### config.mk
export PLATFORM = sky130hd
export DESIGN_NAME = ascii_length_frame_deframer_flat
export DESIGN_NICKNAME = d
export VERILOG_FILES = /design/src/rtl/alfd_pkg.sv /design/src/rtl/alfd_if.sv /design/src/rtl/alfd_parser.sv /design/src/rtl/alfd_out_reg.sv /design/src/rtl/ascii_length_frame_deframer.sv /design/src/flat_wrapper.sv
export SDC_FILE = /design/constraint.sdc
export NUM_CORES = 1
export LEC_CHECK = 0
export BUFFER_PORTS_ARGS = -buffer_cell sky130_fd_sc_hd__buf_2
export CORE_ASPECT_RATIO = 1.5
export CORE_MARGIN = 2
export CORE_UTILIZATION = 30
export CTS_CLUSTER_DIAMETER = 60
export CTS_CLUSTER_SIZE = 25
export DETAILED_ROUTE_END_ITERATION = 8
export GPL_TIMING_DRIVEN = 0
export PLACE_DENSITY_LB_ADDON = 0.15
export SYNTH_ARGS = -nofsm -noshare
export SYNTH_HDL_FRONTEND = slang
export SYNTH_SLANG_ARGS = --single-unit
### constraint.sdc
create_clock -name clk -period 6.61 [get_ports clk]
set_clock_uncertainty 0.15 [all_clocks]
set_input_delay 0.3305 -clock clk [delete_from_list [all_inputs] [get_ports clk]]
set_output_delay 0.3305 -clock clk [all_outputs]
set_load 0.01 [all_outputs]
### src/rtl/alfd_pkg.sv
// ----------------------------------------------------------------------------
// alfd_pkg
// Shared types and constants for the length-prefixed frame deframer.
// ----------------------------------------------------------------------------
`default_nettype none

package alfd_pkg;

  localparam int BYTE_W    = 8;
  localparam int LEN_W     = 7;
  localparam int DIGIT_W   = 4;
  localparam int CFG_IDX_W = 2;

  localparam logic [BYTE_W-1:0] DIGIT_ZERO = 8'h30;
  localparam logic [BYTE_W-1:0] DIGIT_NINE = 8'h39;

  localparam logic [LEN_W-1:0] MAX_LEN_RESET = 7'd99;

  // Register indexes on the configuration channel
  localparam logic [CFG_IDX_W-1:0] REG_START_MARKER = 2'd0;
  localparam logic [CFG_IDX_W-1:0] REG_MAX_LENGTH   = 2'd1;

  typedef struct packed {
    logic [BYTE_W-1:0] frame_subsystem;
    logic [BYTE_W-1:0] frame_command;
    logic [LEN_W-1:0]  payload_length;
    logic [LEN_W-1:0]  byte_position;
    logic [BYTE_W-1:0] data_byte;
    logic              has_payload;
    logic              frame_end;
  } frame_result_t;

endpackage

`default_nettype wire

### src/rtl/alfd_if.sv
// ----------------------------------------------------------------------------
// alfd_if
// Valid/ready channels of the deframer: received bytes, frame words, config.
// ----------------------------------------------------------------------------
`default_nettype none

interface alfd_byte_if;
  import alfd_pkg::*;
  logic              valid;
  logic              ready;
  logic [BYTE_W-1:0] rx_byte;
  modport source (output valid, output rx_byte, input ready);
  modport sink   (input valid, input rx_byte, output ready);
endinterface

interface alfd_frame_if;
  import alfd_pkg::*;
  logic              valid;
  logic              ready;
  logic [BYTE_W-1:0] frame_subsystem;
  logic [BYTE_W-1:0] frame_command;
  logic [LEN_W-1:0]  payload_length;
  logic [LEN_W-1:0]  byte_position;
  logic [BYTE_W-1:0] data_byte;
  logic              has_payload;
  logic              frame_end;
  modport source (output valid, output frame_subsystem, output frame_command,
                  output payload_length, output byte_position, output data_byte,
                  output has_payload, output frame_end, input ready);
  modport sink   (input valid, input frame_subsystem, input frame_command,
                  input payload_length, input byte_position, input data_byte,
                  input has_payload, input frame_end, output ready);
endinterface

interface alfd_cfg_if;
  import alfd_pkg::*;
  logic                 valid;
  logic                 ready;
  logic [CFG_IDX_W-1:0] index;
  logic [BYTE_W-1:0]    data;
  modport source (output valid, output index, output data, input ready);
  modport sink   (input valid, input index, input data, output ready);
endinterface

`default_nettype wire

### src/rtl/alfd_parser.sv
// ----------------------------------------------------------------------------
// alfd_parser
// Frame state machine: header capture, length decode, payload word build.
// ----------------------------------------------------------------------------
`default_nettype none

module alfd_parser (
  input  logic                        clk,
  input  logic                        rst,
  input  logic                        step,
  input  logic [alfd_pkg::BYTE_W-1:0] rx_byte,
  input  logic [alfd_pkg::BYTE_W-1:0] start_marker,
  input  logic [alfd_pkg::LEN_W-1:0]  max_payload_length,
  output logic                        res_valid,
  output alfd_pkg::frame_result_t     res
);
  import alfd_pkg::*;

  typedef enum logic [2:0] {
    PH_IDLE, PH_SUBSYS, PH_CMD, PH_LEN_HI, PH_LEN_LO, PH_DATA
  } phase_t;

  phase_t             phase, phase_next;
  logic [BYTE_W-1:0]  held_subsystem, held_subsystem_next;
  logic [BYTE_W-1:0]  held_command, held_command_next;
  logic [DIGIT_W-1:0] tens_digit, tens_digit_next;
  logic [LEN_W-1:0]   held_length, held_length_next;
  logic [LEN_W-1:0]   received_count, received_count_next;

  logic               is_digit;
  logic [DIGIT_W-1:0] digit;
  logic [LEN_W-1:0]   len;
  logic [LEN_W-1:0]   count_inc;

  assign is_digit  = (rx_byte >= DIGIT_ZERO) && (rx_byte <= DIGIT_NINE);
  assign digit     = DIGIT_W'(rx_byte - DIGIT_ZERO);
  // tens * 10 = tens * 8 + tens * 2
  assign len       = {tens_digit, 3'b000} + {2'b00, tens_digit, 1'b0}
                   + {3'b000, digit};
  assign count_inc = received_count + LEN_W'(1);

  always_comb begin
    phase_next          = phase;
    held_subsystem_next = held_subsystem;
    held_command_next   = held_command;
    tens_digit_next     = tens_digit;
    held_length_next    = held_length;
    received_count_next = received_count;
    res_valid           = 1'b0;
    res                 = '0;
    res.frame_subsystem = held_subsystem;
    res.frame_command   = held_command;
    res.payload_length  = held_length;

    unique case (phase)
      PH_IDLE: begin
        if (rx_byte == start_marker) begin
          phase_next          = PH_SUBSYS;
          held_subsystem_next = '0;
          held_command_next   = '0;
          tens_digit_next     = '0;
          held_length_next    = '0;
          received_count_next = '0;
        end
      end
      PH_SUBSYS: begin
        held_subsystem_next = rx_byte;
        phase_next          = PH_CMD;
      end
      PH_CMD: begin
        held_command_next = rx_byte;
        phase_next        = PH_LEN_HI;
      end
      PH_LEN_HI: begin
        if (is_digit) begin
          tens_digit_next = digit;
          phase_next      = PH_LEN_LO;
        end else begin
          phase_next = PH_IDLE;
        end
      end
      PH_LEN_LO: begin
        phase_next = PH_IDLE;
        if (is_digit && (tens_digit <= DIGIT_W'(9)) && (len <= max_payload_length)) begin
          if (len == '0) begin
            // empty frame: one word with no payload
            res_valid          = 1'b1;
            res.payload_length = '0;
            res.frame_end      = 1'b1;
          end else begin
            held_length_next    = len;
            received_count_next = '0;
            phase_next          = PH_DATA;
          end
        end
      end
      PH_DATA: begin
        res_valid           = 1'b1;
        res.byte_position   = received_count;
        res.data_byte       = rx_byte;
        res.has_payload     = 1'b1;
        received_count_next = count_inc;
        if (count_inc >= held_length) begin
          res.frame_end = 1'b1;
          phase_next    = PH_IDLE;
        end
      end
      default: phase_next = PH_IDLE;
    endcase

    // leaving a frame clears the held context
    if (phase != PH_IDLE && phase_next == PH_IDLE) begin
      held_subsystem_next = '0;
      held_command_next   = '0;
      tens_digit_next     = '0;
      held_length_next    = '0;
      received_count_next = '0;
    end
    if (!step) begin
      res_valid = 1'b0;
    end
  end

  always_ff @(posedge clk) begin
    if (rst) begin
      phase          <= PH_IDLE;
      held_subsystem <= '0;
      held_command   <= '0;
      tens_digit     <= '0;
      held_length    <= '0;
      received_count <= '0;
    end else if (step) begin
      phase          <= phase_next;
      held_subsystem <= held_subsystem_next;
      held_command   <= held_command_next;
      tens_digit     <= tens_digit_next;
      held_length    <= held_length_next;
      received_count <= received_count_next;
    end
  end

endmodule

`default_nettype wire

### src/rtl/alfd_out_reg.sv
// ----------------------------------------------------------------------------
// alfd_out_reg
// Result register that drives the frame word channel.
// ----------------------------------------------------------------------------
`default_nettype none

module alfd_out_reg (
  input  logic                    clk,
  input  logic                    rst,
  input  logic                    load,
  input  alfd_pkg::frame_result_t res,
  output logic                    can_load,
  alfd_frame_if.source            frame
);
  import alfd_pkg::*;

  logic          valid;
  frame_result_t word;

  // free when empty or when the held word leaves this cycle
  assign can_load = !valid || frame.ready;

  always_ff @(posedge clk) begin
    if (rst) begin
      valid <= 1'b0;
    end else if (can_load) begin
      valid <= load;
    end
  end

  always_ff @(posedge clk) begin
    if (can_load && load) begin
      word <= res;
    end
  end

  assign frame.valid           = valid;
  assign frame.frame_subsystem = word.frame_subsystem;
  assign frame.frame_command   = word.frame_command;
  assign frame.payload_length  = word.payload_length;
  assign frame.byte_position   = word.byte_position;
  assign frame.data_byte       = word.data_byte;
  assign frame.has_payload     = word.has_payload;
  assign frame.frame_end       = word.frame_end;

endmodule

`default_nettype wire

### src/rtl/ascii_length_frame_deframer.sv
// ----------------------------------------------------------------------------
// ascii_length_frame_deframer
// Hunts a byte stream for start-marked, ASCII-length-prefixed frames.
// ----------------------------------------------------------------------------
// Output: a payload word appears on frame in the cycle after its byte is taken.
// Throughput: one byte per cycle; rx stalls only while the output register
//   holds a word that frame does not take.
// Reset (rst, synchronous): parser back to hunting, output register empty,
//   start_marker = 0, max_payload_length = 99.
`default_nettype none

module ascii_length_frame_deframer (
  input  logic          clk,
  input  logic          rst,
  alfd_byte_if.sink     rx,
  alfd_frame_if.source  frame,
  alfd_cfg_if.sink      cfg
);
  import alfd_pkg::*;

  // Configuration registers, live at once
  logic [BYTE_W-1:0] start_marker;
  logic [LEN_W-1:0]  max_payload_length;

  logic              step;
  logic              can_load;
  logic              res_valid;
  frame_result_t     res;

  assign cfg.ready = 1'b1;

  always_ff @(posedge clk) begin
    if (rst) begin
      start_marker       <= '0;
      max_payload_length <= MAX_LEN_RESET;
    end else if (cfg.valid) begin
      if (cfg.index == REG_START_MARKER) begin
        start_marker <= cfg.data;
      end else if (cfg.index == REG_MAX_LENGTH) begin
        max_payload_length <= cfg.data[LEN_W-1:0];
      end
    end
  end

  // A byte is taken whenever the output register can take its word (if any).
  assign rx.ready = can_load;
  assign step     = rx.valid && can_load;

  alfd_parser u_parser (
    .clk                (clk),
    .rst                (rst),
    .step               (step),
    .rx_byte            (rx.rx_byte),
    .start_marker       (start_marker),
    .max_payload_length (max_payload_length),
    .res_valid          (res_valid),
    .res                (res)
  );

  // Word register between parser and frame channel
  alfd_out_reg u_out_reg (
    .clk      (clk),
    .rst      (rst),
    .load     (res_valid),
    .res      (res),
    .can_load (can_load),
    .frame    (frame)
  );

endmodule

`default_nettype wire

### src/flat_wrapper.sv
// flat-port wrapper written by rule: the top's interface ports become plain ports
module ascii_length_frame_deframer_flat import alfd_pkg::*;
  (clk, rst, rx_valid, rx_rx_byte, rx_ready, frame_valid, frame_frame_subsystem, frame_frame_command, frame_payload_length, frame_byte_position, frame_data_byte, frame_has_payload, frame_frame_end, frame_ready, cfg_valid, cfg_index, cfg_data, cfg_ready);
  alfd_byte_if rx_i ();
  alfd_frame_if frame_i ();
  alfd_cfg_if cfg_i ();
  input  logic clk;
  input  logic rst;
  input wire logic [$bits(rx_i.valid)-1:0] rx_valid;
  input wire logic [$bits(rx_i.rx_byte)-1:0] rx_rx_byte;
  output wire logic [$bits(rx_i.ready)-1:0] rx_ready;
  output wire logic [$bits(frame_i.valid)-1:0] frame_valid;
  output wire logic [$bits(frame_i.frame_subsystem)-1:0] frame_frame_subsystem;
  output wire logic [$bits(frame_i.frame_command)-1:0] frame_frame_command;
  output wire logic [$bits(frame_i.payload_length)-1:0] frame_payload_length;
  output wire logic [$bits(frame_i.byte_position)-1:0] frame_byte_position;
  output wire logic [$bits(frame_i.data_byte)-1:0] frame_data_byte;
  output wire logic [$bits(frame_i.has_payload)-1:0] frame_has_payload;
  output wire logic [$bits(frame_i.frame_end)-1:0] frame_frame_end;
  input wire logic [$bits(frame_i.ready)-1:0] frame_ready;
  input wire logic [$bits(cfg_i.valid)-1:0] cfg_valid;
  input wire logic [$bits(cfg_i.index)-1:0] cfg_index;
  input wire logic [$bits(cfg_i.data)-1:0] cfg_data;
  output wire logic [$bits(cfg_i.ready)-1:0] cfg_ready;
  assign rx_i.valid = rx_valid;
  assign rx_i.rx_byte = rx_rx_byte;
  assign rx_ready = rx_i.ready;
  assign frame_valid = frame_i.valid;
  assign frame_frame_subsystem = frame_i.frame_subsystem;
  assign frame_frame_command = frame_i.frame_command;
  assign frame_payload_length = frame_i.payload_length;
  assign frame_byte_position = frame_i.byte_position;
  assign frame_data_byte = frame_i.data_byte;
  assign frame_has_payload = frame_i.has_payload;
  assign frame_frame_end = frame_i.frame_end;
  assign frame_i.ready = frame_ready;
  assign cfg_i.valid = cfg_valid;
  assign cfg_i.index = cfg_index;
  assign cfg_i.data = cfg_data;
  assign cfg_ready = cfg_i.ready;
  ascii_length_frame_deframer u_core (.clk(clk), .rst(rst), .rx(rx_i), .frame(frame_i), .cfg(cfg_i));
endmodule
## After elaboration in Yosys (flattened, before gate mapping)

Index checks and enable logic that the tools add are counted.

| operators by class | value |
|---|---|
| add/subtract/negate cells | 4 |
| order comparisons | 5 |
| eq/ne operators | 11 |
| multiplexer cells | 34 |
| bitwise gates (word level) | 1 |
| reductions and logical operators | 25 |

Operators by type and width:

| operator | number |
|---|---|
| $mux 7 | 10 |
| $pmux 8 s2 | 2 |
| $mux 8 | 3 |
| $pmux 7 s3 | 1 |
| $pmux 3 s6 | 1 |
| $mux 3 | 5 |
| $reduce_bool 3->1 | 5 |
| $pmux 7 s2 | 1 |
| $mux 4 | 3 |
| $ne 3x3->1 const B | 4 |
| $reduce_and 5->1 | 2 |
| $reduce_and 3->1 | 3 |
| $eq 8x8->1 | 1 |
| $ge 8x6->1 const B | 1 |
| $le 8x6->1 const B | 1 |
| $pmux 4 s2 | 1 |
| $add 7x1->7 const B | 1 |
| $add 7x4->7 | 1 |
| $add 7x5->7 | 1 |
| $ge 7x7->1 | 1 |
| $le 7x7->1 | 1 |
| $logic_not 7->1 | 1 |
| $eq 3x2->1 const B | 2 |
| $eq 3x3->1 const B | 2 |
| 15 further kinds | 26 |

| storage, ports and cells | value |
|---|---|
| register bits | 93 |
| input port bits | 23 |
| output and inout port bits | 43 |
| logic and storage cells | 96 |

## Depth between registers and ports, before layout

Gate-level depths: netlist of the first run.

| depth | value |
|---|---|
| depth in word-level cells | 10 |
| gate-level depth with buffers | 13 |
| gate-level depth less buffers | 13 |

## Modules after synthesis

From an unflattened synthesis of the first run, not the netlist that was laid out.

| second synthesis, totals | value |
|---|---|
| cells, all modules | 423 |
| area total of the unflattened synthesis | 4,394.2 sq um |

By module, submodules not included:

| module | instances | cells an instance | area each (sq um) | seq. area each (sq um) |
|---|---|---|---|---|
| alfd_parser | 1 | 310 | 2,467.4 | 740.7 |
| alfd_out_reg | 1 | 45 | 1,256.2 | 1,221.2 |
| ascii_length_frame_deframer | 1 | 68 | 670.6 | 300.3 |

## Worst setup path before layout of the first run

OpenSTA, ideal clock, no wires.

| timing | value |
|---|---|
| path type | input to register |
| start | input rx_rx_byte[3] |
| end | register u_core.u_out_reg.word (netlist bit u_core.u_out_reg.frame.byte_position[0]), enable pin |
| library setup time | 0.437 ns |
| arrival | 4.967 ns |
| path slack | 1.056 ns |
| stages on the path | 12 |
| path buffers | 0 |
| cell sequence | fa_1 -> fa_1 -> a21o_1 -> a21oi_1 -> xnor2_1 -> ha_1 -> nand3_1 -> or3_1 -> o31a_1 -> nor4_4 -> nor2_1 -> nor2_1 |

| on the way | value |
|---|---|
| cells in the longest elaborated chain, start to end | 8 |
| elaborated cells on any way between the ends | 14 |
| classes of those cells | add/sub: 2; order compare: 3; mux: 4; reduce/logical: 5 |

RTL lines:

| element | line | RTL |
|---|---|---|
| start: declaration | flat_wrapper.sv:10 | `input wire logic [$bits(rx_i.rx_byte)-1:0] rx_rx_byte;` |
| $sub 4x1->4 (tied with other cells) | alfd_parser.sv:36 | `assign digit = DIGIT_W'(rx_byte - DIGIT_ZERO);` |
| $add 7x4->7 / $logic_and 1x1->1 (equally long branches) | alfd_parser.sv:39, alfd_parser.sv:35 |  |
| $le 7x7->1 (tied with other cells) | alfd_parser.sv:84 | `if (is_digit && (tens_digit <= DIGIT_W'(9)) && (len <= max_payload_length)) begin` |
| $logic_and 1x1->1 / $mux 1 (equally long branches) | alfd_parser.sv:84, alfd_parser.sv:85 |  |
| $mux 1 (*) | alfd_parser.sv:84 |  |
| $pmux 1 s2 (*) | alfd_parser.sv:55 | `unique case (phase)` |
| $mux 1 (*) | alfd_parser.sv:119 | `if (!step) begin` |
| $logic_and 1x1->1 (*) | alfd_out_reg.sv:32 | `if (can_load && load) begin` |
| end signal: assignment | alfd_out_reg.sv:33 | `word <= res;` |
| end: declaration | alfd_out_reg.sv:18 | `frame_result_t word;` |

Every way passes the cells marked *; elsewhere a longest branch is shown, timed or not.
A chain may end at the register's enable or synchronous reset.

## Worst setup path in the final report of the first run

| timing | value |
|---|---|
| start | register u_core.u_parser.tens_digit[2] |
| end | register u_core.u_out_reg.word (netlist bit u_core.u_out_reg.frame.frame_end), enable pin |

| on the way | value |
|---|---|
| cells in the longest elaborated chain, start to end | 8 |
| elaborated cells on any way between the ends | 12 |
| classes of those cells | add/sub: 2; order compare: 2; mux: 4; reduce/logical: 4 |

RTL lines:

| element | line | RTL |
|---|---|---|
| start: declaration | alfd_parser.sv:26 | `logic [DIGIT_W-1:0] tens_digit, tens_digit_next;` |
| start signal: assignment | alfd_parser.sv:136 | `tens_digit <= tens_digit_next;` |
| $add 7x5->7 | alfd_parser.sv:38 | `assign len = {tens_digit, 3'b000} + {2'b00, tens_digit, 1'b0}` |
| $add 7x4->7 | alfd_parser.sv:39 | `+ {3'b000, digit};` |
| $le 7x7->1 / $logic_not 7->1 (equally long branches) | alfd_parser.sv:84, alfd_parser.sv:85 |  |
| $logic_and 1x1->1 / $mux 1 (equally long branches) | alfd_parser.sv:84, alfd_parser.sv:85 |  |
| $mux 1 (*) | alfd_parser.sv:84 |  |
| $pmux 1 s2 (*) | alfd_parser.sv:55 |  |
| $mux 1 (*) | alfd_parser.sv:119 |  |
| $logic_and 1x1->1 (*) | alfd_out_reg.sv:32 |  |

Marks and branches as above.

==> results of run 1 <==
==> power breakdown <==
part           internal [mW]  switching [mW]
Clock                  0.272           0.235
Combinational         0.0251          0.0506
Sequential             0.602         0.00392
Total                  0.899           0.290
==> how the worst min path moves through the flow <==
stage,from,endpoint,slack [ps],depth (start not counted)
after floorplan,u_core.u_parser.held_subsystem[0]$_SDFFE_PP0P_,u_core.u_out_reg.frame.frame_subsystem[0]$_DFFE_PP_,250,0
after global placement,u_core.u_parser.held_command[2]$_SDFFE_PP0P_,u_core.u_out_reg.frame.frame_command[2]$_DFFE_PP_,260,0
after global routing,cfg_data[7],u_core.start_marker[7]$_SDFFE_PP0P_,70,3
after CTS,cfg_data[5],u_core.max_payload_length[5]$_SDFFE_PP1P_,60,3
after detailed placement,u_core.u_parser.held_subsystem[7]$_SDFFE_PP0P_,u_core.u_out_reg.frame.frame_subsystem[7]$_DFFE_PP_,270,0
final,cfg_data[7],u_core.start_marker[7]$_SDFFE_PP0P_,70,3
==> critical path: stages, from the launching register on <==
cell and delay (ps):
dfxtp_1 400, fa_1 490, fa_1 470, a21o_1 180, a21oi_1 170, xnor2_1 200
ha_1 360, nand3_1 110, or3_1 400, o31a_1 170, nor4_4 590, nor2_1 150
nor2_4 270, buf_12 260
==> layout by cell type, fill, tap and decap left out, types with 3 or more instances in the layout <==
cell	count
clkbuf_1	14
nor2b_1	3
nand2_1	51
nor3_1	3
nand3_1	15
a21oi_1	30
clkbuf_16	9
a21o_1	6
dfxtp_1	53
edfxtp_1	40
nand2b_1	4
ha_1	21
a22o_1	4
o21ai_0	26
and3_1	16
xnor2_1	3
a31oi_1	3
xor2_1	12
a32o_1	4
buf_2	63
mux2i_1	13
inv_1	17
nor2_1	34
==> through the flow <==
stage,setup TNS (ps),utilization [%],setup slack [ps]
after CTS,0,36.6,1880
after floorplan,0,-,1060
after global placement,-13220,34.3,-334
after global routing,0,36.7,1660
final,0,36.7,1910
after detailed placement,0,34.5,1680
==> registers in the layout (all words and copies together), names as in the netlist <==
signal and flops:
u_core.u_parser.held_subsystem 8, u_core.u_parser.phase 3, u_core.u_parser.held_length 7, u_core.u_parser.tens_digit 4, u_core.u_out_reg.frame.frame_end 1, u_core.u_out_reg.frame.has_payload 1
u_core.u_out_reg.frame.byte_position 7, u_core.u_out_reg.frame.payload_length 7, u_core.max_payload_length 7, u_core.u_out_reg.frame.data_byte 8, u_core.u_out_reg.frame.frame_command 8, u_core.u_parser.held_command 8
u_core.u_out_reg.frame.frame_subsystem 8, u_core.u_out_reg.frame.valid 1, u_core.start_marker 8, u_core.u_parser.received_count 7
==> area by class of cell <==
class | instances | area, um^2 | area share (%)
sequential | 93 | 2260 | 44.3
multi-input combinational | 288 | 1880 | 36.8
timing repair buffer | 64 | 335 | 6.56
clock buffer | 10 | 239 | 4.68
tap | 165 | 206 | 4.04
buffer | 17 | 67.6 | 1.32
inverter | 18 | 67.6 | 1.32
clock inverter | 6 | 53.8 | 1.05
==> kinds of logic (layout without fill, tap and decap cells) <==
group | Yosys count | after routing | share of synthesized area, %
AND/OR/NAND/NOR | 144 | 144 | 16.2
flip-flops | 93 | 93 | 53.1
AO/OA/AOI/OAI | 91 | 91 | 13.7
buffers and inverters | 35 | 115 | 3.17
adder cells (fa/ha/maj) | 23 | 23 | 7.11
XOR/XNOR | 16 | 16 | 3.61
multiplexers | 13 | 13 | 3.05
other | 1 | 1 | 0.0880
==> routing by layer <==
layer / global-route usage (%) / vias to the layer above / part of all wire [%]
li1: - / 1637 / -
met1: 17.4 / 1529 / 43
met2: 25.2 / 72 / 52
met3: 2.94 / 20 / 3.1
met4: 6.08 / 0 / 2.5
met5: 0 / - / 0
==> reports/metrics.cfg, run 1 <==
[synth]
yosys_warnings = 0
yosysTopAreaCellShare_pct = 28.2
seq_area_frac_synth_pct = 53.1
syn-num-nets = 462
synth.distinct_cells = 52
synth_edf_count = 40
syn_area_per_cell_um2 = 10.2
synth.most_common_cell = dfxtp_1
synth-async-reset-ratio_pct = 0
synth_cells = 416
ys.flop_type = dfxtp_1
synth_top_area_cell = edfxtp_1
synth-seq-cells = 93
syn_area_um2 = 4260
synth.area.top_cells = edfxtp_1 28%, dfxtp_1 25%, ha_1 6.2%
ys_top_cells_by_count = 53 x dfxtp_1, 51 x nand2_1, 40 x edfxtp_1, 35 x nor2_1, 30 x a21oi_1

[floorplan]
initial_utilization_pct = 30.6
dieArea_um2 = 15200
core_um2 = 13900
rows = 53
io_pins = 66
die_x_um = 101
die_h_um = 150

[worst_hold_path]
min_path_type = primary input to register

[global_routing]
antenna_found_initial = 0
grt_max_degree = 36
grt_pass1_vias = 3195
track_usage_pct = 14.6
grt-ovfl-total = 0
grt_pass1_wl_um = 16800

[layout]
area_delta_synth_final_pct = 19.9
instances_no_fill = 661
final_layout_size_suffix_gt1_share_pct = 17.9
fin_area_um2 = 5110
n_fill_cell = 1413
fin_nets = 537
antenna_cells = 0

[timing]
period_minus_slack_ps = 4700
fin_crit_sh_pct = 71.1
setup_violations = 0
relSlewSlack_pct = 42.3
tightestPinTransition_ps = 858
hold_violations = 0
whs_ps = 68.6
fmax_ghz = 0.213
slew_violations = 0
rsz0062_at_grt = no

[setup_path]
cp.required_ps = 6500
cp-start-kind = register
cp.arrival_ps = 4590
path_class = register to register
cp_max_fo = 35
regToRegEndpoint = u_core.u_out_reg.frame.frame_end$_DFFE_PP_
crit_end = u_core.u_out_reg.frame.frame_end$_DFFE_PP_
rrSetupSlack_ps = 1910
startpoint = u_core.u_parser.tens_digit[2]$_SDFFE_PP0P_
end_kind = register
reg2regPathDepth = 13
worstReg2RegStart = u_core.u_parser.tens_digit[2]$_SDFFE_PP0P_

[pwr]
power.total_mw = 1.19
vdd_drop_max_uv = 109
powerDensity_nw_per_um2 = 233
cellLeakagePower_nw = 2.07

[clock_network]
clockRootBuffer = clkbuf_16
cts_buffers = 9
ctsHoldBuffers = 0
cts_tree = built
clk_pin_slew_ps = 70
cts.sink_count = 93
htreeDepth = 3
cts_resized = 0
postCtsSetupRepairBufs = 0
clock_latency_ps = 350
cts_max_path_buffers = 2

[run_status]
status = complete, no violations

[detailed_routing]
wl_um = 10700
wl_per_cell_um = 16.1
drt_first_pass_iters = 4
vias = 3258
antenna_left = 0
drt_iter0_markers = 149
drt-vias-per-instance = 4.93
drc = 0

[placement]
gp_congestion = 0.826
placed_cells_incl_taps = 645
io_buffer_count = 63
placed_cell_area_um2 = 4810
dp_hpwl_um = 8060

[flow_run]
drv_cap = 0

Note: power is estimated with default switching activity, not from simulation.
==> run 2, diff against run 1 <==
==> constraint.sdc (replaced) <==
create_clock -name clk -period 4.6 [get_ports clk]
set_clock_uncertainty 0.15 [all_clocks]
set_input_delay 0.23 -clock clk [delete_from_list [all_inputs] [get_ports clk]]
set_output_delay 0.23 -clock clk [all_outputs]
set_load 0.01 [all_outputs]
==> run 2 against run 1 <==
  * Final cell count is 1.2% higher
  * Core utilization is 0.70 points higher
  * Wire length is 4.7% higher
  * Global-route usage is 0.58 points higher
  * Critical path depth is 1 lower
  * Power is 45% higher
==> reports/metrics.cfg, run 2 (synthesis gave the netlist of run 1 again) <==
[timing]
relSlewSlack_pct = 39.8  ; -2.5 points
hold_violations = 0  ; unchanged
slew_violations = 0  ; unchanged
tns_ps = 0  ; unchanged
setup_violations = 0  ; unchanged
fin_crit_sh_pct = 91.7  ; +21 points
period_minus_slack_ps = 4220  ; -478 ps
tightestPinTransition_ps = 895  ; +36.9 ps
rsz0062_at_grt = no
fmax_ghz = 0.237  ; +11%

[detailed_routing]
wl_per_cell_um = 16.7  ; +3.5%
wl_um = 11200  ; +4.7%
vias = 3353  ; +2.9%
antenna_left = 0  ; unchanged
drt_iter0_markers = 151  ; +1.3%
drt-vias-per-instance = 5.01  ; +1.7%
drt_first_pass_iters = 4  ; unchanged
drc = 0  ; unchanged

[layout]
fin_area_um2 = 5210  ; +1.9%
fin_util_pct = 37.4  ; +0.70 points
final_cell_mix = 63 x buf_2, 53 x dfxtp_1, 51 x nand2_1, 40 x edfxtp_1, 33 x nor2_1
area_delta_synth_final_pct = 22.2
final_layout_size_suffix_gt1_share_pct = 18.7  ; +0.71 points
multiInputGateArea_um2 = 1910  ; +1.9%
final_common_cell = buf_2
n_fill_cell = 1430  ; +1.2%
register_area_um2 = 2260  ; unchanged
fin_nets = 545  ; +1.5%
antenna_cells = 0  ; unchanged

[run_status]
status = complete, no violations

[pwr]
powerDensity_nw_per_um2 = 330  ; +42%
cellLeakagePower_nw = 2.10  ; +1.3%
vdd_drop_max_uv = 153  ; +40%

[global_routing]
antenna_found_initial = 0  ; unchanged
grt-ovfl-total = 0  ; unchanged
grt_pass1_vias = 3224  ; +0.91%
grt_pass1_wl_um = 17400  ; +3.4%
grt_max_degree = 18  ; -50%
track_usage_pct = 15.2  ; +0.58 points

[setup_path]
cp-start-kind = register
rrSetupSlack_ps = 380  ; -1530 ps
cp.buffers_inverters = 0  ; -1
cp.required_ps = 4450  ; -2050 ps
path_class = register to register
critical-path-slowest-cell = fa_1
cp_max_fo = 10  ; -71%
critPathTopFamily = adder cells
end_kind = register
path_common_cell = fa_1
timing.critical_path.cells = fa_1 > fa_1 > a21o_1 > a21oi_1 > xnor2_1 > ha_1 > nand3_1 > or3_1 > o31a_1 > nor4_4 > nor2_2 > nor2_4
max_stage_delay_ps = 490  ; -100 ps
cp.arrival_ps = 4070  ; -520 ps

[floorplan]
initial_utilization_pct = 30.6  ; unchanged
io_pins = 66  ; unchanged
die_x_um = 101  ; unchanged
rows = 53  ; unchanged
dieArea_um2 = 15200  ; unchanged
core_um2 = 13900  ; unchanged
die_h_um = 150  ; unchanged

[placement]
io_buffer_count = 63  ; unchanged
gp_congestion = 0.847  ; +2.6%
dp_hpwl_um = 7990  ; -0.91%
placed_cell_area_um2 = 4790  ; -0.42%

[clock_network]
cts_tree = built
clk_pin_slew_ps = 60  ; about the same
clock_latency_ps = 340  ; about the same
clockRootBuffer = clkbuf_16
htreeDepth = 3  ; unchanged
cts.sink_count = 93  ; unchanged
cts_buffers = 9  ; unchanged
cts_max_path_buffers = 2  ; unchanged

[worst_hold_path]
min_path_type = primary input to register

[flow_run]
drv_cap = 0  ; unchanged

[run 2: cell count changes in the layout (fill, tap and decap cells not counted), sizes merged]
cell and change:
clkinvlp +2, buf +2, nor2 +3, inv -1, dlygate4sd3 +3, clkbuf +1, clkinv -2
[run 2: what timing repair did]
item                       CTS  global route
setup endpoints to repair   40            28
buffers inserted             3             0
hold endpoints to repair     3             0
hold buffers                 3             0
gates resized for setup      3             1
gates cloned                 3             0
pin swaps                    4             0
[run 2: metal layers]
metal  global-route usage [%]  up-vias  part of all wire [%]
li1                         -     1657                     -
met1                     17.7     1586                    42
met2                     27.0       94                    52
met3                     2.76       16                   3.7
met4                     6.22        0                   2.3
met5                        0        -                     0
[run 2: power by group]
group          internal, mW  switching [mW]  total [mW]  leakage (nW)
registers             0.865         0.00599       0.871         0.792
logic                0.0383          0.0763       0.115          1.17
clock network         0.406           0.327       0.733         0.135
[run 2: worst paths after layout]
path	to	start	cells past startpoint
setup / recovery	u_core.u_out_reg.frame.byte_position[2]$_SDFFCE_PN0P_	u_core.u_parser.tens_digit[2]$_SDFFE_PP0P_	12
hold / removal	u_core.max_payload_length[2]$_SDFFE_PP0P_	cfg_data[2]	3
setup reg to reg	u_core.u_out_reg.frame.byte_position[2]$_SDFFCE_PN0P_	u_core.u_parser.tens_digit[2]$_SDFFE_PP0P_	12
hold reg to reg	u_core.u_out_reg.frame.frame_command[2]$_DFFE_PP_	u_core.u_parser.held_command[2]$_SDFFE_PP0P_	0
[run 2: worst reg2reg max path: stages, from the launching register on]
cell     delay, ps
dfxtp_1        400
fa_1           490
fa_1           470
a21o_1         180
a21oi_1        170
xnor2_1        230
ha_1           370
nand3_1        120
or3_1          390
o31a_1         170
nor4_4         210
nor2_2         190
nor2_4         330
[run 2: through the flow]
step	power (mW)	hold slack, ps	worst slack [ps]	std cells
after floorplan	0.952	189	136	416
after global placement	0.998	265	-658	644
after detailed placement	0.999	265	-735	644
after CTS	1.74	2.80	187	669
after global routing	1.78	18.7	140	669
final	1.72	11.7	380	669
[run 2: area by class of cell]
| cell class | instances | area share [%] |
|---|---|---|
| plain buffers | 17 | 1.30 |
| inverters | 18 | 1.30 |
| clock buffers | 11 | 4.88 |
| well taps | 165 | 3.96 |
| multi-input cells | 291 | 36.8 |
| flip-flops and latches | 93 | 43.4 |
| clock inverters | 5 | 0.817 |
| repair buffers | 69 | 7.54 |
==> run 3, diff against run 2 <==
--- a/config.mk
+++ b/config.mk
@@ -5,6 +5,7 @@
 export SDC_FILE = /design/constraint.sdc
 export NUM_CORES = 1
 export LEC_CHECK = 0
+export ABC_AREA = 1
 export BUFFER_PORTS_ARGS = -buffer_cell sky130_fd_sc_hd__buf_2
 export CORE_ASPECT_RATIO = 1.5
 export CORE_MARGIN = 2
@@ -13,7 +14,6 @@
 export CTS_CLUSTER_SIZE = 25
 export DETAILED_ROUTE_END_ITERATION = 8
 export GPL_TIMING_DRIVEN = 0
-export PLACE_DENSITY_LB_ADDON = 0.15
 export SYNTH_ARGS = -nofsm -noshare
 export SYNTH_HDL_FRONTEND = slang
 export SYNTH_SLANG_ARGS = --single-unit
==> run 3 against run 2 <==
  * Sequential power up 2.6%
  * Setup slack improved by 20 ps
  * Combinational power increased by 76%
  * Critical path depth unchanged
  * Register-to-register slack improved by 20 ps
  * Non-clock buffer count is 8 lower
  * Count of clock-buffer cells in the layout decreased by 2
  * Synthesized cell count increased by 19%
  * Via count rose by 7.7%
  * Power up 8.9%
  * Fmax up 0.48%
  * Largest power group unchanged
==> reports/metrics.cfg, run 3 <==
[global_routing]
grt_pass1_vias = 3507  ; +8.8%
grt_max_degree = 25  ; +7
grt-ovfl-total = 0  ; unchanged
grt_pass1_wl_um = 16600  ; -4.4%
antenna_found_initial = 0  ; unchanged
track_usage_pct = 13.6  ; -1.6 points

[setup_path]
worstReg2RegStart = u_core.u_parser.tens_digit[2]$_SDFFE_PP0P_
cp_max_fo = 24  ; +14
startpoint = u_core.u_parser.tens_digit[2]$_SDFFE_PP0P_
rrSetupSlack_ps = 400  ; +20 ps
path_class = register to register
end_kind = register
reg2regPathDepth = 12  ; unchanged
crit_end = u_core.u_out_reg.frame.frame_command[1]$_DFFE_PP_
cp-start-kind = register
cp.arrival_ps = 4110  ; +40 ps
cp.required_ps = 4510  ; +60 ps
regToRegEndpoint = u_core.u_out_reg.frame.frame_command[1]$_DFFE_PP_

[run_status]
status = complete, no violations

[timing]
rsz0062_at_grt = no
period_minus_slack_ps = 4200  ; -20.1 ps
fmax_ghz = 0.238  ; +0.48%
hold_violations = 0  ; unchanged
relSlewSlack_pct = 55.6  ; +16 points
fin_crit_sh_pct = 91.3  ; -0.44 points
slew_violations = 0  ; unchanged
tightestPinTransition_ps = 664  ; -230 ps
setup_violations = 0  ; unchanged

[pwr]
powerDensity_nw_per_um2 = 347  ; +5.1%
power.total_mw = 1.87  ; +8.9%
vdd_drop_max_uv = 140  ; -8.6%
cellLeakagePower_nw = 2.27  ; +8.2%

[synth]
synth.most_common_cell = nand2_1
yosys_warnings = 0  ; unchanged
synth_cells = 495  ; +19%
ys.flop_type = dfxtp_1
syn-num-nets = 541  ; +17%
syn_area_per_cell_um2 = 8.98  ; -12%
synth-seq-cells = 93  ; unchanged
synth_edf_count = 40  ; unchanged
seq_area_frac_synth_pct = 50.9  ; -2.2 points
synth.distinct_cells = 42  ; -19%
ys_top_cells_by_count = 69 x nand2_1, 65 x nor2_1, 64 x inv_1, 53 x dfxtp_1, 46 x a21oi_1
synth_top_area_cell = edfxtp_1
yosysTopAreaCellShare_pct = 27.0  ; -1.2 points
synth.area.top_cells = edfxtp_1 27%, dfxtp_1 24%, ha_1 5.9%
synth-async-reset-ratio_pct = 0  ; unchanged
syn_area_um2 = 4440  ; +4.3%

[clock_network]
cts_tree = built
postCtsSetupRepairBufs = 0  ; -3
cts.sink_count = 93  ; unchanged
htreeDepth = 3  ; unchanged
cts_resized = 0  ; -3
clockRootBuffer = clkbuf_16
ctsHoldBuffers = 4  ; +1
cts_buffers = 9  ; unchanged
cts_max_path_buffers = 2  ; unchanged
clock_latency_ps = 350  ; about the same
clk_pin_slew_ps = 70  ; about the same

[detailed_routing]
drt_iter0_markers = 191  ; +26%
drt-vias-per-instance = 4.66  ; -7.0%
antenna_left = 0  ; unchanged
route.met2.wl_um = 5750  ; -1.5%
drt_first_pass_iters = 4  ; unchanged
highest_layer = met4
drt-met1-wl_um = 3940  ; -15%
wl_um = 10400  ; -7.2%
vias = 3611  ; +7.7%
route.met3.wl_um = 428  ; +3.1%
wl_per_cell_um = 13.4  ; -20%
drc = 0  ; unchanged

[placement]
placed_cell_area_um2 = 5040  ; +5.3%
placed_cells_incl_taps = 755  ; +17%
io_buffer_count = 63  ; unchanged
dp_hpwl_um = 8100  ; +1.4%
gp_congestion = 0.866  ; +2.3%

[floorplan]
core_um2 = 14500  ; +4.3%
dieArea_um2 = 15800  ; +4.1%
die_x_um = 103  ; +2.0%
io_pins = 66  ; unchanged
die_h_um = 153  ; +2.1%
rows = 54  ; +1.9%
initial_utilization_pct = 30.6  ; about the same

[layout]
instances_no_fill = 775  ; +16%
fin_area_um2 = 5400  ; +3.6%
n_fill_cell = 1453  ; +1.6%
multiInputGateArea_um2 = 1880  ; -1.9%
register_area_um2 = 2260  ; unchanged
final_cell_mix = 69 x nand2_1, 65 x nor2_1, 64 x inv_1, 63 x buf_2, 53 x dfxtp_1
final_common_cell = nand2_1
fin_nets = 620  ; +14%
final_layout_size_suffix_gt1_share_pct = 20.0  ; +1.4 points
area_delta_synth_final_pct = 21.4
antenna_cells = 0  ; unchanged

[worst_hold_path]
min_path_type = primary input to register

[flow_run]
drv_cap = 0  ; unchanged

==> run 3: changes by cell type after synthesis, sizes merged, moves of 5 or more <==
cell	change
a21o	-6
a21oi	+17
and3	-16
clkbuf	-8
inv	+54
mux2i	-13
nand2	+25
nand3	+14
nand4	+16
nor2	+34
xnor2	+5
xor2	-6
==> run 3: cells by family (layout without fill, tap and decap cells) <==
kind of cell	after synthesis	in the layout	synth area share, %
AO/OA/AOI/OAI	82	82	10.2
other	1	1	0.0844
buffers and inverters	81	165	7.09
AND/OR/NAND/NOR	201	201	21.9
flip-flops	93	93	50.9
adder cells (fa/ha/maj)	23	23	6.81
XOR/XNOR	14	14	2.93
==> run 3: power breakdown <==
group          switching [mW]  internal [mW]
clock network           0.340          0.435
logic                   0.132         0.0702
registers              0.0174          0.877
total                   0.489           1.38
==> run 3: layout make-up <==
class,count,share of cell area [%]
flip-flops and latches,93,41.9
repair buffers,68,7.10
plain buffers,10,0.904
well taps,196,4.55
multi-input cells,321,34.8
inverters,71,4.94
clock inverters,7,1.60
clock buffers,9,4.17
==> run 3: critical path, cell delays in order (launching register included) <==
cell and delay [ps]:
dfxtp_1 410, fa_1 490, fa_1 480, a21oi_1 200, o21bai_2 90, xor2_2 220, ha_1 320, a21oi_2 150
nand3_1 100, nand2_2 100, nand4_2 280, a21oi_4 650, buf_16 250
==> run 3: how the worst min path moves through the flow <==
stage,to,cells after the start,startpoint
2_1_floorplan,u_core.max_payload_length[0]$_SDFFE_PP1P_,2,cfg_data[0]
3_3_place_gp,u_core.u_out_reg.frame.frame_subsystem[5]$_DFFE_PP_,0,u_core.u_parser.held_subsystem[5]$_SDFFE_PP0P_
3_5_place_dp,u_core.u_out_reg.frame.frame_subsystem[6]$_DFFE_PP_,0,u_core.u_parser.held_subsystem[6]$_SDFFE_PP0P_
4_1_cts,u_core.max_payload_length[5]$_SDFFE_PP1P_,3,cfg_data[5]
5_1_grt,u_core.max_payload_length[5]$_SDFFE_PP1P_,3,cfg_data[5]
6_report,u_core.max_payload_length[5]$_SDFFE_PP1P_,3,cfg_data[5]
==> run 3: metrics by stage <==
| stage | hold WS [ps] | TNS (ps) | utilization, % | setup slack, ps |
|---|---|---|---|---|
| 4_1_cts | 2.36 | 0 | 37.1 | 377 |
| 3_3_place_gp | 268 | -19310 | 34.5 | -476 |
| 5_1_grt | 16.9 | 0 | 37.1 | 118 |
| 3_5_place_dp | 270 | 0 | 34.7 | 377 |
| 6_report | 6.69 | 0 | 37.1 | 401 |
| 2_1_floorplan | 206 | 0 | - | 238 |
==> run 3: metal layers <==
metal / track usage [%] / vias to the layer above
met5: 0 / -
met4: 5.95 / 0
met3: 2.88 / 14
met2: 25.0 / 89
met1: 14.3 / 1700
li1: - / 1808
